--- config.mk ---
export PLATFORM = sky130hd
export DESIGN_NAME = deq_ctrl
export DESIGN_NICKNAME = d
export VERILOG_FILES = /design/src/deq_pkg.sv /design/src/deq_ctrl.sv
export SDC_FILE = /design/constraint.sdc
export NUM_CORES = 1
export LEC_CHECK = 0
export ABC_CLOCK_PERIOD_IN_PS = 840
export BUFFER_PORTS_ARGS = -buffer_cell sky130_fd_sc_hd__buf_2
export CORE_AREA = 2 2 39 41
export CTS_BUF_LIST = sky130_fd_sc_hd__clkbuf_4 sky130_fd_sc_hd__clkbuf_8
export DETAILED_ROUTE_END_ITERATION = 8
export DIE_AREA = 0 0 41 43
export SYNTH_ARGS = -nofsm -noshare
export SYNTH_HDL_FRONTEND = slang
export SYNTH_SLANG_ARGS = --single-unit
--- constraint.sdc ---
create_clock -name clock -period 0.84 [get_ports clock]
set_input_delay 0.168 -clock clock [delete_from_list [all_inputs] [get_ports clock]]
set_output_delay 0.168 -clock clock [all_outputs]
set_load 0.01 [all_outputs]
--- src/deq_pkg.sv ---
// Shared types and codes for the double-ended queue.
package deq_pkg;

   typedef logic [2:0] deq_mode_type;
   typedef logic [1:0] deq_status_type;

   // command codes carried in req_mode
   localparam deq_mode_type MODE_PUSH_FRONT = 3'd0;
   localparam deq_mode_type MODE_PUSH_BACK  = 3'd1;
   localparam deq_mode_type MODE_POP_FRONT  = 3'd2;
   localparam deq_mode_type MODE_POP_BACK   = 3'd3;
   localparam deq_mode_type MODE_PEEK_FRONT = 3'd4;
   localparam deq_mode_type MODE_PEEK_BACK  = 3'd5;
   localparam deq_mode_type MODE_EMPTY      = 3'd6;
   localparam deq_mode_type MODE_SIZE       = 3'd7;

   // result status codes
   localparam deq_status_type ST_OK    = 2'd0;
   localparam deq_status_type ST_EMPTY = 2'd1;
   localparam deq_status_type ST_FULL  = 2'd2;

   localparam logic [31:0] WORD_NONE = 32'hFFFF_FFFF;

   // controller to datapath
   typedef struct packed {
      logic         take;          // item accepted this cycle
      deq_mode_type mode;          // its command code
      logic         capture_read;  // load the RAM read word into the result
   } deq_cmd_type;

   // datapath to controller
   typedef struct packed {
      logic empty;
   } deq_stat_type;

endpackage

--- src/deq_ctrl.sv ---
// Handshake controller for the double-ended queue.
module deq_ctrl import deq_pkg::*; (
   input  logic         clock,
   input  logic         reset,
   input  logic         req_valid,
   output logic         req_stall,
   input  deq_mode_type req_mode,
   output logic         rsp_valid,
   input  logic         rsp_stall,
   input  deq_stat_type stat,
   output deq_cmd_type  cmd
);

   localparam logic [1:0] S_IDLE = 2'd0;
   localparam logic [1:0] S_READ = 2'd1;
   localparam logic [1:0] S_RESP = 2'd2;

   logic [1:0] state_ff, state_in;
   logic       take;
   logic       needs_read;
   logic       next_state_busy;

   // free to take an item when idle or when the waiting result leaves now
   assign req_stall = !((state_ff == S_IDLE) || ((state_ff == S_RESP) && !rsp_stall));
   assign take      = req_valid && !req_stall;
   assign rsp_valid = (state_ff == S_RESP);

   assign needs_read = (req_mode inside {MODE_POP_FRONT, MODE_POP_BACK,
                                         MODE_PEEK_FRONT, MODE_PEEK_BACK}) && !stat.empty;

   always_comb begin
      next_state_busy = 1'b0;
      state_in        = state_ff;
      case (state_ff)
         S_IDLE: begin
            next_state_busy = take;
         end
         S_READ: begin
            state_in = S_RESP;
         end
         S_RESP: begin
            if (!rsp_stall) begin
               next_state_busy = take;
               state_in        = S_IDLE;
            end
         end
         default: begin
            state_in = S_IDLE;
         end
      endcase
      if (next_state_busy) begin
         state_in = needs_read ? S_READ : S_RESP;
      end
   end

   always_ff @(posedge clock) begin
      if (reset) begin
         state_ff <= S_IDLE;
      end else begin
         state_ff <= state_in;
      end
   end

   assign cmd.take         = take;
   assign cmd.mode         = req_mode;
   assign cmd.capture_read = (state_ff == S_READ);

   a_read_then_resp: assert property (@(posedge clock) disable iff (reset)
      (state_ff == S_READ) |=> (state_ff == S_RESP))
      else $error("read state not followed by result");

   a_take_read: assert property (@(posedge clock) disable iff (reset)
      (take && needs_read) |=> (state_ff == S_READ))
      else $error("memory read item did not wait for read data");

   a_drain_idle: assert property (@(posedge clock) disable iff (reset)
      (rsp_valid && !rsp_stall && !take) |=> (state_ff == S_IDLE))
      else $error("controller busy after last result left");

endmodule

Word-level counts from Yosys, hierarchy flattened. Cells that the tools add are included.

Reduce and logical (&&, ||, !) cells: 10. Muxes and demuxes: 6. Equal/unequal tests: 8.

Operators by type and width (number): $eq A3 B2 Y1 const B (2); $eq A3 B3 Y1 const B (2); $mux W2 (3); $pmux W2 S3 (1); $reduce_bool A4 Y1 (1); $logic_and A1 B1 Y1 (3); $logic_not A1 Y1 (3); $ne A3 B2 Y1 const B (1); $eq A2 B1 Y1 const B (1); $eq A2 B2 Y1 const B (1); $logic_not A2 Y1 (1); $ne A2 B2 Y1 const B (1); $pmux W1 S2 (1); $reduce_and A2 Y1 (1); $logic_or A1 B1 Y1 (1); $mux W1 (1).

Register bits after elaboration: 2. Input bits: 8.

Depth between registers and ports, before layout.
Word-level depth: 8. Gate-level depth with buffers: 3. Depth with buffers taken out: 3.

Least setup slack after synthesis. No wires, ideal clock.

Kind: flip-flop to flip-flop. Start point: register state_ff[1]. End point: register state_ff[1]. Library setup time: 122 ps. Stages on the path, launching flop included: 4. Arrival: 743 ps. Slack: -26 ps. Required time: 718 ps. Cell sequence: dfxtp_1 -> and2b_1 -> a21oi_1 -> a21oi_1.

RTL lines: start, declared (RTL line deq_ctrl.sv:18) `logic [1:0] state_ff, state_in;`; start signal, assigned (RTL line deq_ctrl.sv:60) `state_ff <= state_in;`.

==> results.md <==
* CP peak stage delay at ~0.32 ns
* Pwr per Cell Area at around 1500 nW/um2
* Reg2Reg Depth at 4
* Effective utilization at floorplan at ~13%
* Core Region at 1380 um2
* Critical path startpoint category: register
* Seq/Total Area, Yosys at 22.9%
* CTS root buffer: clkbuf_4
* Largest net degree at the start of global routing at 6
* CP cell instances: a21oi_2 > and2_4 > buf_6
* Met3 Use GR at under 10%
* Share of layout cells above drive strength 1 at a little over four fifths
* DRC viols at 0
* Crit Reg-Reg Endpoint: state_ff[1]$_SDFFE_PP0P_
* Synth area leader: dfxtp_1
* Clock latency on the worst-skew pair at 0.22 ns
* CP Class: reg2out
* CTS buffer count at 3
* Die Span Y at approximately 43 um
* Wire per inst at roughly 8 um
* WL final at about 380 um
* Lkg Pwr at approximately 0.00015 uW
* Status: finished with violations
* Clk buf depth at 2
* GR peak layer: met3
* Grt met1 use at slightly above 4%
* Iteration count of the initial detailed-routing pass at 2
* Hold Path Depth at 2
* Antenna-violating nets left at 0
* Critical path's slowest cell: dfxtp_2
* Worst clock skew at roughly 0.0030 ns
* Arr. time, crit path at ~0.94 ns
* Flop2flop setup slack at -0.13 ns
* Fmax at ~900 MHz
* Post-Syn Area at 175 um2
* Area of the multi-input gates at around 100 um2
* Max Cap Viol at 0
* Synth top area cells: dfxtp_1 (23%), buf_4 (17%), nor4b_4 (14%)
* Gr ovfl total at 0
* Worst Path Required at between 0.6 and 0.7 ns
* Vias in the first global route at between 150 and 200
* Die width at 41 um
* CTS clk-pin slew, worst paths at about 0.030 ns
* Slew Viols, Final at 0
* Final worst path period need at approximately 1.1 ns
* Worst Tran Pin Value at around 0.22 ns
* Initial antenna violation count at 0
* Hold endpoint: state_ff[1]$_SDFFE_PP0P_
* Layout Nets at 41
* Initial DRC count at 2
* Crit end category: output pin
* I/O pin total at 15
* FP Rows at 14
* Final Hold Fails at 0
* Fin crit share at 132%
* Area Overhead vs Synth at 67.1%
* Placed insts at 42
* Max IR drop VDD at 468 uV
* CP bufs+invs at 1
* GRT Overall Usage at 6.21%
* Failing checks: negative setup slack
* Biggest register: state_ff
* Setup violators final at 6
* Worst setup margin at -0.270 ns
* Final std cells w/o fill at 47
* # fillers at 150
* Antenna fix cells at 0
* CP Max Fanout at 4
* Num Clock Sinks at 2
* Syn Nets at 26
* Largest regs: state_ff (2)
* Unrepaired setup endpoints after global routing: yes
* Gate Count Post-Synth at 18
* Met2 GRT Util at 6.25%
* Max FFs per register at 2
* Seq cells post-synth at 2
* Max H-tree Level at 1
* TNS Setup at -1.12 ns
* Port buffer count at 12
* Via count at about 170
* Max-slew headroom at between 80% and 90%
* Worst hold path class: in2reg
* Post-synth top area share at between 20% and 30%
* TritonCTS clock tree: yes
* Yosys cell types at 12
* Post-Route Utilization at 21.2%
* Die Footprint at around 1800 um2
* Routability cong. at about 0.59
* R2R Path Start: state_ff[1]$_SDFFE_PP0P_
* Hold buffers post-CTS at 0
* Vias per cell at about 3.6
* First-pass GRT wire length at roughly 580 um
* Synth Warn # at 0
* CP delay by family, top: flip-flops
* Sequential Area at approximately 43 um2
* Syn_area_per_cell at 9.73 um2
* Hold_sp: reset
## metrics by stage
stage | total power (uW) | setup slack [ns] | hold slack [ns] | area [um2]
CTS | 458 | -0.302 | 0.135 | 293
detailed placement | 208 | -0.0721 | 0.336 | 231
finish | 440 | -0.270 | 0.144 | 293
global route | 490 | -0.322 | 0.120 | 293
global placement | 208 | -0.0687 | 0.336 | 231
floorplan | 185 | -0.00970 | 0.230 | 185
## where the power goes
| part | leakage [uW] | switching [uW] | internal (uW) |
|---|---|---|---|
| clock | 0.0000138 | 54.4 | 158 |
| combinational | 0.000115 | 49.0 | 70.3 |
| sequential | 0.0000172 | 6.18 | 103 |
| total | 0.000146 | 110 | 331 |
## synthesized netlist by cell type, drive strengths merged
| library cell | instances |
|---|---|
| buf | 4 |
| a21oi | 3 |
| and2b | 2 |
| dfxtp | 2 |
| inv | 2 |
| and2 | 1 |
| nor2b | 1 |
| nor4b | 1 |
| o211ai | 1 |
| xnor2 | 1 |
## kinds of logic after synthesis
kind of cell	after synthesis	share of synthesized area, %
AO/OA/AOI/OAI	4	15.0
XOR/XNOR	1	9.29
buffers and inverters	6	21.4
flip-flops	2	22.9
AND/OR/NAND/NOR	5	31.4
## placed cells by master (no fill, tap or decap)
master    count
buf_2         9
buf_6         4
clkbuf_4      3
a21oi_2       2
inv_1         2
and2b_2       2
dfxtp_2       2
and2_4        1
xnor2_2       1
nor4b_4       1
o211ai_1      1
nor2b_1       1
a21oi_1       1
buf_4         1
## layer usage
layer	vias up	part of all wire, %
met2	11	45
met3	0	15
met4	0	0
met5	-	0
met1	74	39
li1	82	-
## worst max path at each step
stage                                   from                        to  cells after the start
finish              state_ff[1]$_SDFFE_PP0P_                    cmd[4]                      3
global route        state_ff[1]$_SDFFE_PP0P_                    cmd[4]                      3
CTS                 state_ff[1]$_SDFFE_PP0P_                    cmd[4]                      3
detailed placement  state_ff[0]$_SDFFE_PP0P_                    cmd[4]                      3
global placement    state_ff[0]$_SDFFE_PP0P_                    cmd[4]                      3
floorplan           state_ff[1]$_SDFFE_PP0P_  state_ff[1]$_SDFFE_PP0P_                      3
## repair_timing
action	CTS	global route
resized for setup	5	0
endpoints found under the setup margin	6	6
buffers inserted	2	0
pin swaps	3	2
## final cells by class
type                       instances  area share (%)
tap                               16            6.84
multi-input combinational         10            35.0
sequential                         2            14.5
inverter                           2            2.56
timing repair buffer              14            33.3
clock buffer                       3            7.69
## worst register-to-register path: cells and delay by family, from the launching register on
family                 cells  cell delay, ns
flip-flops                 1            0.34
AO/OA/AOI/OAI              2            0.17
buffers and inverters      1            0.11
AND/OR/NAND/NOR            1            0.24
(Power assumes the default switching activity.)
